**config.mk**
```make
export PLATFORM = sky130hd
export DESIGN_NAME = elg_eval
export DESIGN_NICKNAME = d
export VERILOG_FILES = /design/src/hdl/elg_pkg.sv /design/src/hdl/elg_eval.sv
export SDC_FILE = /design/constraint.sdc
export NUM_CORES = 2
export LEC_CHECK = 0
export BUFFER_PORTS_ARGS = -buffer_cell sky130_fd_sc_hd__buf_2
export CAP_MARGIN = 20
export CORE_UTILIZATION = 47
export DETAILED_ROUTE_END_ITERATION = 16
export GPL_TIMING_DRIVEN = 0
export PLACE_DENSITY = 0.67
export SETUP_SLACK_MARGIN = 0.3
export SLEW_MARGIN = 20
export SYNTH_ARGS = -nofsm -noshare
export SYNTH_HDL_FRONTEND = slang
export SYNTH_SLANG_ARGS = --single-unit
```
**constraint.sdc**
```tcl
create_clock -name vclk -period 12.8
set_input_delay 0 -clock vclk [all_inputs]
set_output_delay 0 -clock vclk [all_outputs]
set_load 0.05 [all_outputs]
```
**src/hdl/elg_pkg.sv**
```systemverilog
// ---------------------------------------------------------------------------
// elg_pkg: shared types and constants of the exposure limit gate
// Holds the item kinds, the reason codes, the field widths and the structs
// that travel between the top level and the evaluation logic.
// ---------------------------------------------------------------------------
package elg_pkg;

  localparam int unsigned AmtW  = 40;
  localparam int unsigned CntW  = 10;
  localparam int unsigned KindW = 3;
  localparam int unsigned RsnW  = 4;
  localparam int unsigned MIdxW = 6;
  localparam int unsigned SIdxW = 8;
  localparam int unsigned InDataW  = 56;
  localparam int unsigned OutDataW = 232;

  localparam logic [KindW-1:0] KIND_CHK_OPEN = 3'd0;
  localparam logic [KindW-1:0] KIND_CHK_INCR = 3'd1;
  localparam logic [KindW-1:0] KIND_REC_OPEN = 3'd2;
  localparam logic [KindW-1:0] KIND_REC_INCR = 3'd3;
  localparam logic [KindW-1:0] KIND_REC_DECR = 3'd4;
  localparam logic [KindW-1:0] KIND_REC_CLOSE = 3'd5;

  localparam logic [RsnW-1:0] RSN_OK           = 4'd0;
  localparam logic [RsnW-1:0] RSN_HARD_TOTAL   = 4'd1;
  localparam logic [RsnW-1:0] RSN_HARD_MARKET  = 4'd2;
  localparam logic [RsnW-1:0] RSN_HARD_SIZE    = 4'd3;
  localparam logic [RsnW-1:0] RSN_HARD_OPEN    = 4'd4;
  localparam logic [RsnW-1:0] RSN_HARD_MCOUNT  = 4'd5;
  localparam logic [RsnW-1:0] RSN_SOFT_TOTAL   = 4'd6;
  localparam logic [RsnW-1:0] RSN_SOFT_MARKET  = 4'd7;
  localparam logic [RsnW-1:0] RSN_SOFT_SIZE    = 4'd8;
  localparam logic [RsnW-1:0] RSN_SOFT_OPEN    = 4'd9;
  localparam logic [RsnW-1:0] RSN_SOFT_MCOUNT  = 4'd10;
  localparam logic [RsnW-1:0] RSN_UNKNOWN_CLOSE = 4'd11;

  localparam logic [2:0] REG_SOFT_TOTAL   = 3'd0;
  localparam logic [2:0] REG_SOFT_MARKET  = 3'd1;
  localparam logic [2:0] REG_SOFT_SIZE    = 3'd2;
  localparam logic [2:0] REG_SOFT_OPEN    = 3'd3;
  localparam logic [2:0] REG_SOFT_PER_MKT = 3'd4;
  localparam logic [2:0] REG_HARD_TOTAL   = 3'd5;
  localparam logic [2:0] REG_HARD_MARKET  = 3'd6;
  localparam logic [2:0] REG_HARD_SIZE    = 3'd7;

  typedef struct packed {
    logic [AmtW-1:0] soft_total;
    logic [AmtW-1:0] soft_market;
    logic [AmtW-1:0] soft_size;
    logic [CntW-1:0] soft_open;
    logic [CntW-1:0] soft_per_market;
    logic [AmtW-1:0] hard_total;
    logic [AmtW-1:0] hard_market;
    logic [AmtW-1:0] hard_size;
  } cfg_t;

  // State as seen by one item, with invalid entries already read as zero.
  typedef struct packed {
    logic [AmtW-1:0] total;
    logic [CntW-1:0] open;
    logic [AmtW-1:0] mex;
    logic [CntW-1:0] mcnt;
    logic [AmtW-1:0] pex;
    logic            pvalid;
  } view_t;

  typedef struct packed {
    logic            mwe;
    logic            pwe;
    logic [AmtW-1:0] total;
    logic [CntW-1:0] open;
    logic [AmtW-1:0] mex;
    logic [CntW-1:0] mcnt;
    logic [AmtW-1:0] pex;
    logic            pvalid;
  } update_t;

  typedef struct packed {
    logic [CntW-1:0] open_count_now;
    logic [CntW-1:0] market_count_now;
    logic [AmtW-1:0] position_now;
    logic [AmtW-1:0] market_now;
    logic [AmtW-1:0] total_before;
    logic [AmtW-1:0] headroom;
    logic [AmtW-1:0] limit_hit;
    logic [RsnW-1:0] reason;
    logic            allowed;
  } result_t;

  function automatic logic [AmtW-1:0] add_sat(input logic [AmtW-1:0] a,
                                              input logic [AmtW-1:0] b);
    logic [AmtW:0] s;
    s = {1'b0, a} + {1'b0, b};
    return s[AmtW] ? '1 : s[AmtW-1:0];
  endfunction

  function automatic logic [AmtW-1:0] sub_floor(input logic [AmtW-1:0] a,
                                                input logic [AmtW-1:0] b);
    return (a > b) ? a - b : '0;
  endfunction

  function automatic logic [AmtW-1:0] min2(input logic [AmtW-1:0] a,
                                           input logic [AmtW-1:0] b);
    return (a < b) ? a : b;
  endfunction

endpackage

```
**src/hdl/elg_eval.sv**
```systemverilog
// ---------------------------------------------------------------------------
// elg_eval: limit checks and record updates for one item
// Purely combinational. Takes the registered item and the state it sees and
// returns the result fields and the new state values.
// ---------------------------------------------------------------------------
module elg_eval #(
  parameter int unsigned HARD_OPEN_LIMIT       = 64,
  parameter int unsigned HARD_PER_MARKET_LIMIT = 16
) (
  input  logic [elg_pkg::KindW-1:0] kind_i,
  input  logic [elg_pkg::AmtW-1:0]  amount_i,
  input  elg_pkg::cfg_t             cfg_i,
  input  elg_pkg::view_t            view_i,
  output elg_pkg::result_t          res_o,
  output elg_pkg::update_t          upd_o
);

  localparam int unsigned AW = elg_pkg::AmtW;
  localparam int unsigned CW = elg_pkg::CntW;
  localparam logic [CW:0] HardOpen = (CW+1)'(HARD_OPEN_LIMIT);
  localparam logic [CW:0] HardPm   = (CW+1)'(HARD_PER_MARKET_LIMIT);

  logic [AW-1:0] st, sm, ss;
  logic [CW:0]   so, spm;
  logic [AW:0]   nt, nm, np;
  logic [CW:0]   nc, nmc;
  logic [AW-1:0] cl_mex;
  logic [CW-1:0] cl_mcnt;

  always_comb begin
    st  = elg_pkg::min2(cfg_i.soft_total, cfg_i.hard_total);
    sm  = elg_pkg::min2(cfg_i.soft_market, cfg_i.hard_market);
    ss  = elg_pkg::min2(cfg_i.soft_size, cfg_i.hard_size);
    so  = ({1'b0, cfg_i.soft_open} < HardOpen) ? {1'b0, cfg_i.soft_open} : HardOpen;
    spm = ({1'b0, cfg_i.soft_per_market} < HardPm) ? {1'b0, cfg_i.soft_per_market} : HardPm;
    nt  = {1'b0, view_i.total} + {1'b0, amount_i};
    nm  = {1'b0, view_i.mex} + {1'b0, amount_i};
    np  = {1'b0, view_i.pex} + {1'b0, amount_i};
    nc  = {1'b0, view_i.open} + 1'b1;
    nmc = {1'b0, view_i.mcnt} + 1'b1;

    // Close: the market is emptied once its last position goes away.
    cl_mex  = elg_pkg::sub_floor(view_i.mex, view_i.pex);
    cl_mcnt = view_i.mcnt;
    if (view_i.mcnt != '0) begin
      cl_mcnt = view_i.mcnt - 1'b1;
      if (cl_mcnt == '0) begin
        cl_mex = '0;
      end
    end

    res_o = '0;
    res_o.total_before = view_i.total;
    upd_o.mwe    = 1'b0;
    upd_o.pwe    = 1'b0;
    upd_o.total  = view_i.total;
    upd_o.open   = view_i.open;
    upd_o.mex    = view_i.mex;
    upd_o.mcnt   = view_i.mcnt;
    upd_o.pex    = view_i.pex;
    upd_o.pvalid = view_i.pvalid;

    case (kind_i)
      elg_pkg::KIND_CHK_OPEN: begin
        if (nt > {1'b0, cfg_i.hard_total}) begin
          res_o.reason    = elg_pkg::RSN_HARD_TOTAL;
          res_o.limit_hit = cfg_i.hard_total;
          res_o.headroom  = elg_pkg::sub_floor(cfg_i.hard_total, view_i.total);
        end else if (nm > {1'b0, cfg_i.hard_market}) begin
          res_o.reason    = elg_pkg::RSN_HARD_MARKET;
          res_o.limit_hit = cfg_i.hard_market;
          res_o.headroom  = elg_pkg::sub_floor(cfg_i.hard_market, view_i.mex);
        end else if (amount_i > cfg_i.hard_size) begin
          res_o.reason    = elg_pkg::RSN_HARD_SIZE;
          res_o.limit_hit = cfg_i.hard_size;
          res_o.headroom  = cfg_i.hard_size;
        end else if (nc > HardOpen) begin
          res_o.reason    = elg_pkg::RSN_HARD_OPEN;
          res_o.limit_hit = AW'(HardOpen);
        end else if (nmc > HardPm) begin
          res_o.reason    = elg_pkg::RSN_HARD_MCOUNT;
          res_o.limit_hit = AW'(HardPm);
        end else if (nt > {1'b0, st}) begin
          res_o.reason    = elg_pkg::RSN_SOFT_TOTAL;
          res_o.limit_hit = st;
          res_o.headroom  = elg_pkg::sub_floor(st, view_i.total);
        end else if (nm > {1'b0, sm}) begin
          res_o.reason    = elg_pkg::RSN_SOFT_MARKET;
          res_o.limit_hit = sm;
          res_o.headroom  = elg_pkg::sub_floor(sm, view_i.mex);
        end else if (amount_i > ss) begin
          res_o.reason    = elg_pkg::RSN_SOFT_SIZE;
          res_o.limit_hit = ss;
          res_o.headroom  = ss;
        end else if (nc > so) begin
          res_o.reason    = elg_pkg::RSN_SOFT_OPEN;
          res_o.limit_hit = AW'(so);
        end else if (nmc > spm) begin
          res_o.reason    = elg_pkg::RSN_SOFT_MCOUNT;
          res_o.limit_hit = AW'(spm);
        end else begin
          res_o.allowed   = 1'b1;
          res_o.limit_hit = st;
          res_o.headroom  = st - nt[AW-1:0];
        end
      end
      elg_pkg::KIND_CHK_INCR: begin
        if (nt > {1'b0, cfg_i.hard_total}) begin
          res_o.reason   = elg_pkg::RSN_HARD_TOTAL;
          res_o.headroom = elg_pkg::sub_floor(cfg_i.hard_total, view_i.total);
        end else if (nm > {1'b0, cfg_i.hard_market}) begin
          res_o.reason   = elg_pkg::RSN_HARD_MARKET;
          res_o.headroom = elg_pkg::sub_floor(cfg_i.hard_market, view_i.mex);
        end else if (np > {1'b0, cfg_i.hard_size}) begin
          res_o.reason   = elg_pkg::RSN_HARD_SIZE;
          res_o.headroom = elg_pkg::sub_floor(cfg_i.hard_size, view_i.pex);
        end else if (nt > {1'b0, st}) begin
          res_o.reason   = elg_pkg::RSN_SOFT_TOTAL;
          res_o.headroom = elg_pkg::sub_floor(st, view_i.total);
        end else if (nm > {1'b0, sm}) begin
          res_o.reason   = elg_pkg::RSN_SOFT_MARKET;
          res_o.headroom = elg_pkg::sub_floor(sm, view_i.mex);
        end else if (np > {1'b0, ss}) begin
          res_o.reason   = elg_pkg::RSN_SOFT_SIZE;
          res_o.headroom = elg_pkg::sub_floor(ss, view_i.pex);
        end else begin
          res_o.allowed  = 1'b1;
          res_o.headroom = elg_pkg::min2(elg_pkg::min2(st - nt[AW-1:0], sm - nm[AW-1:0]),
                                         ss - np[AW-1:0]);
        end
        if (!res_o.allowed) begin
          res_o.total_before = '0;
        end
      end
      elg_pkg::KIND_REC_OPEN: begin
        upd_o.mwe    = 1'b1;
        upd_o.pwe    = 1'b1;
        upd_o.mex    = elg_pkg::add_sat(view_i.mex, amount_i);
        upd_o.pex    = amount_i;
        upd_o.pvalid = 1'b1;
        upd_o.mcnt   = (&view_i.mcnt) ? view_i.mcnt : view_i.mcnt + 1'b1;
        upd_o.total  = elg_pkg::add_sat(view_i.total, amount_i);
        upd_o.open   = (&view_i.open) ? view_i.open : view_i.open + 1'b1;
        res_o.allowed = 1'b1;
      end
      elg_pkg::KIND_REC_INCR: begin
        upd_o.mwe    = 1'b1;
        upd_o.pwe    = 1'b1;
        upd_o.mex    = elg_pkg::add_sat(view_i.mex, amount_i);
        upd_o.pex    = elg_pkg::add_sat(view_i.pex, amount_i);
        upd_o.pvalid = 1'b1;
        upd_o.total  = elg_pkg::add_sat(view_i.total, amount_i);
        res_o.allowed = 1'b1;
      end
      elg_pkg::KIND_REC_DECR: begin
        upd_o.mwe    = 1'b1;
        upd_o.pwe    = 1'b1;
        upd_o.mex    = elg_pkg::sub_floor(view_i.mex, amount_i);
        upd_o.pex    = elg_pkg::sub_floor(view_i.pex, amount_i);
        upd_o.pvalid = 1'b1;
        upd_o.total  = elg_pkg::sub_floor(view_i.total, amount_i);
        res_o.allowed = 1'b1;
      end
      elg_pkg::KIND_REC_CLOSE: begin
        if (!view_i.pvalid) begin
          res_o.reason = elg_pkg::RSN_UNKNOWN_CLOSE;
        end else begin
          upd_o.mwe    = 1'b1;
          upd_o.pwe    = 1'b1;
          upd_o.mex    = cl_mex;
          upd_o.mcnt   = cl_mcnt;
          upd_o.pex    = '0;
          upd_o.pvalid = 1'b0;
          upd_o.total  = elg_pkg::sub_floor(view_i.total, view_i.pex);
          upd_o.open   = (view_i.open != '0) ? view_i.open - 1'b1 : view_i.open;
          res_o.allowed = 1'b1;
        end
      end
      default: begin
      end
    endcase

    res_o.market_now       = upd_o.mex;
    res_o.market_count_now = upd_o.mcnt;
    res_o.open_count_now   = upd_o.open;
    res_o.position_now     = (kind_i == elg_pkg::KIND_CHK_OPEN || !upd_o.pvalid) ?
                             '0 : upd_o.pex;
  end

endmodule

```
==> impl_results.md, run 1 <==
* Total cell area at the placement stage at 68810 sq um
* Die Height at between 300 and 400 um
* Instance count of the mapped netlist at 9282
* Leading cell types by total area after synthesis: ha_1, a21oi_1, xnor2_1
* XOR/XNOR Fraction of Synth Area at 8.348%
* Mux contribution to synthesized area at approximately 2.4%
* Distinct cells, synth at between 100 and 150
* Count of yosys warnings during synthesis at 0
* Global-route wire length before repair at between 600 and 700 mm
* Share of the synthesized area in compound gates (AO/OA/AOI/OAI) at 36.34%
* Number of standard-cell rows in the floorplan at 133
* Area fraction of the dominant cell type after synthesis at 24.54%
* Result of the run: aborted with a tool error
* Effective utilization at floorplan at 47.32%
* Overall routing resource usage at about 73%
* PortBufs at 803
* Area share of fa/ha/maj cells after synthesis at between 20% and 30%
* Grt ovf at 2
* Pin count of the biggest net entering global routing at 11
* Die boundary width at about 370 um
* Mapped cell area at 62210 sq um
* Vias in the first global route at approximately 84000
* Run-stopping error: [ERROR GRT-0116] Global routing finished with congestion. Check the congestion regions in the DRC Viewer.
* Last step reached: global routing (5_1_grt)
* Placed wire-length estimate after detailed placement at 407.3 mm
* Number of placed I/O pins at 812
* Routability congestion estimate from global placement at approximately 1.4
* Post-synthesis simple-gate area fraction at between 10% and 20%
* Mean instance size in the synthesized netlist at between 6 and 7 sq um
* Dominant combinational cell family by area after synthesis: compound AO/OA/AOI/OAI gates
* Cell type with the largest total area after synthesis: ha_1
* Share of the yosys chip area belonging to registers at 0%
-- layer usage --
| layer | overflow | global-route usage (%) |
|---|---|---|
| met3 | 1 | 57.11 |
| met5 | 0 | 26.07 |
| met2 | 1 | 89.00 |
| met4 | 0 | 73.84 |
| met1 | 0 | 73.73 |
-- logic make-up after synthesis --
family / count (synthesis)
xor gates and xnor gates: 593
and+or+nand+nor: 2514
adders and majority gates: 1237
buffers and inverters: 1302
other: 1
AOI/OAI and AO/OA: 3491
muxes: 144
-- repair_timing --
action / CTS
hold buffers: 0
setup buffers: 42
endpoints found under the setup margin: 40
pin swaps: 13
gates resized for setup: 178
-- stage by stage --
step | instances | worst slack [ns]
3_5_place_dp | 11856 | -3.200
2_1_floorplan | 9289 | 1.716
4_1_cts | 11898 | 0.3024
3_3_place_gp | 11847 | -3.627
-- cells in the mapped netlist (all sizes together), types with 47 or more instances --
master,count
nor4,71
a221oi,84
o22ai,118
mux2i,97
a21o,372
xnor2,408
inv,813
nand2,688
o221ai,73
nor2,633
a211oi,114
nor3,179
and2,48
o21a,91
o21bai,135
o21ai,627
nand2b,125
buf,147
nand4,153
nand3,246
a31oi,115
clkbuf,338
o211ai,77
mux2,47
nor2b,133
ha,1220
xor2,185
a21oi,1093
and3,68
o31ai,73
==> inputs of run 2 (changes only) <==
--- a/config.mk
+++ b/config.mk
@@ -7,11 +7,10 @@
 export LEC_CHECK = 0
 export BUFFER_PORTS_ARGS = -buffer_cell sky130_fd_sc_hd__buf_2
 export CAP_MARGIN = 20
-export CORE_UTILIZATION = 47
+export CORE_UTILIZATION = 32
 export DETAILED_ROUTE_END_ITERATION = 16
 export GPL_TIMING_DRIVEN = 0
-export PLACE_DENSITY = 0.67
-export SETUP_SLACK_MARGIN = 0.3
+export PLACE_DENSITY_LB_ADDON = 0.15
 export SLEW_MARGIN = 20
 export SYNTH_ARGS = -nofsm -noshare
 export SYNTH_HDL_FRONTEND = slang
==> impl_results.md, run 2 <==
* Result of the run: complete, but fails checks
* Violated checks: negative setup slack
* Vias in the first global route at 78223
* Final setup violating endpoints at 17
* Mapped cell area at 62210 sq um
* Placed wire-length estimate after detailed placement at 474.2 mm
* Overall routing resource usage at between 50 and 60%
* Most numerous cell in the Yosys netlist: ha_1
* Worst min-delay path category: input pin to output pin
* Leading cell type in the layout, fill and taps excluded: ha_1
* Crit share post-route at 100.8%
* Area fraction of the dominant cell type after synthesis at 24.54%
* Count of placed standard cells including taps at 12665
* Instance count of the mapped netlist at 9282
* Area of the die at 196200 sq um
* Final instance count without filler cells at between 10000 and 15000
* Die Height at around 440 um
* Die boundary width at 442.9 um
* Vias/cell at 6.759
* Most frequent cells in the layout: ha_1, a21oi_1, buf_2
* Distinct cells, synth at 102
* Number of sequential cells in the layout at 0
* Pin count of the biggest net entering global routing at 11
* Critical path's most frequent cell: buf_4
* Cell type with the largest total area after synthesis: ha_1
* TritonRoute pass-1 iters at 8
* Hold bufs inserted after CTS at 0
* Grt ovf at 0
* Routability congestion estimate from global placement at roughly 1.2
* Share of final-layout standard cells stronger than drive strength 1 at 15.43%
* PortBufs at between 800 and 900
* Number of placed I/O pins at about 800
* Transition time at the pin with the least slew margin at 1.334 ns
* Mean instance size in the synthesized netlist at 6.703 sq um
* CP Data Arrival Time at 12.91 ns
* Count of yosys warnings during synthesis at 0
* Iteration-0 DRC count of the detailed router at 12678
* Worst Path Class, Setup: input pin to output pin
* Share of the yosys chip area belonging to registers at 0%
* Global-route wire length before repair at 709.4 mm
* Total length of routed wires at 552.2 mm
* Maximum fanout along the worst path at 10
* Critical path capture point type: output pin
* Effective utilization at floorplan at 32.27%
* Slowest stage cell, crit path: or4_4
* Pins over their slew limit at 0
* Number of standard-cell rows in the floorplan at 161
* Final period demand of the worst path at 12.91 ns
* Floorplan core area at 192800 sq um
* Leading cell types by total area after synthesis: ha_1, a21oi_1, xnor2_1
* Maximum capacitance violations at 0
* Count of endpoints failing hold in the final timing report at 0
* Number of vias after detailed routing at between 80000 and 90000
* Synth top cells by count: ha_1, a21oi_1, inv_1
* Maximum cell stage delay along the critical path at 0.63 ns
* Sequential Area at 0 sq um
* Number of remaining DRC errors at 0
* Data required time of the critical path at 12.80 ns
* Routed wire length per instance at 43.11 um
* Final worst setup slack at -0.1083 ns
* Number of nets with antenna violations after routing at 0
* Type of origin of the critical path: input pin
* Number of antenna violations at the first check in global routing at 73
* Count of nets after finishing at around 12000
* Peak clock frequency supported by timing at 77.47 MHz
* Layout overhead on the synthesized area at 18.07%
* Worst rel slew slack at 10.96%
* Clock tree buffer count of the final layout at 0
[run 2: cell counts after synthesis]
No cell type changed its count.
[run 2: cell families (layout without fill, tap and decap cells)]
| group | Yosys count | count (layout) | synth area share [%] |
|---|---|---|---|
| AOI/OAI and AO/OA | 3491 | 3491 | 36.34 |
| other | 1 | 64 | 0.006028 |
| xor gates and xnor gates | 593 | 593 | 8.348 |
| adders and majority gates | 1237 | 1237 | 25.08 |
| and+or+nand+nor | 2514 | 2514 | 19.44 |
| muxes | 144 | 144 | 2.411 |
| buffers and inverters | 1302 | 2241 | 8.376 |
[run 2: cell type report]
cell class | instances | area [sq um]
fillers | 21151 | 119300
inverters | 817 | 3168
diodes | 56 | 140.1
well taps | 2526 | 3161
repair buffers | 957 | 5690
multi-input cells | 7987 | 59070
plain buffers | 467 | 2230
[run 2: critical path, delay by kind of cell]
| family | cells | cell delay (ns) |
|---|---|---|
| buffers and inverters | 13 | 2.79 |
| AO/OA/AOI/OAI | 16 | 4.14 |
| adder cells (fa/ha/maj) | 4 | 1.55 |
| AND/OR/NAND/NOR | 13 | 3.37 |
| multiplexers | 3 | 0.95 |
[run 2: final timing paths]
path	slack (ns)	depth (start not counted)	endpoint	from
worst max-delay path	-0.11	49	res_o[67]	cfg_i[96]
worst min-delay path	0.48	4	upd_o[24]	view_i[24]
[run 2: repair_timing]
| item | in CTS | in global routing |
|---|---|---|
| pin swaps | 17 | 35 |
| resized for setup | 231 | 121 |
| setup buffers | 61 | 36 |
| endpoints found under the setup margin | 40 | 40 |
| cloned | 0 | 0 |
[run 2: metal layers]
layer	GRT usage (%)	wire (um)
met1	61.13	200400
met2	73.00	211700
met3	20.49	71290
met4	53.97	68290
met5	0.2930	561
[run 2: per-stage QoR]
| step | cell area [sq um] | worst slack, ns | setup TNS, ns | util (%) | hold slack (ns) |
|---|---|---|---|---|---|
| 3_3_place_gp | 69420 | -7.750 | -368.02 | 36.01 | 0.4447 |
| 5_1_grt | 73350 | -0.07562 | -0.7657 | 38.05 | 0.4923 |
| 4_1_cts | 72180 | 0.0007168 | 0 | 37.44 | 0.4674 |
| 2_1_floorplan | 62240 | 1.716 | 0 | - | 0.2649 |
| 6_report | 73460 | -0.1083 | -0.9544 | 38.10 | 0.4794 |
| 3_5_place_dp | 70650 | -5.762 | -207.43 | 36.65 | 0.4660 |
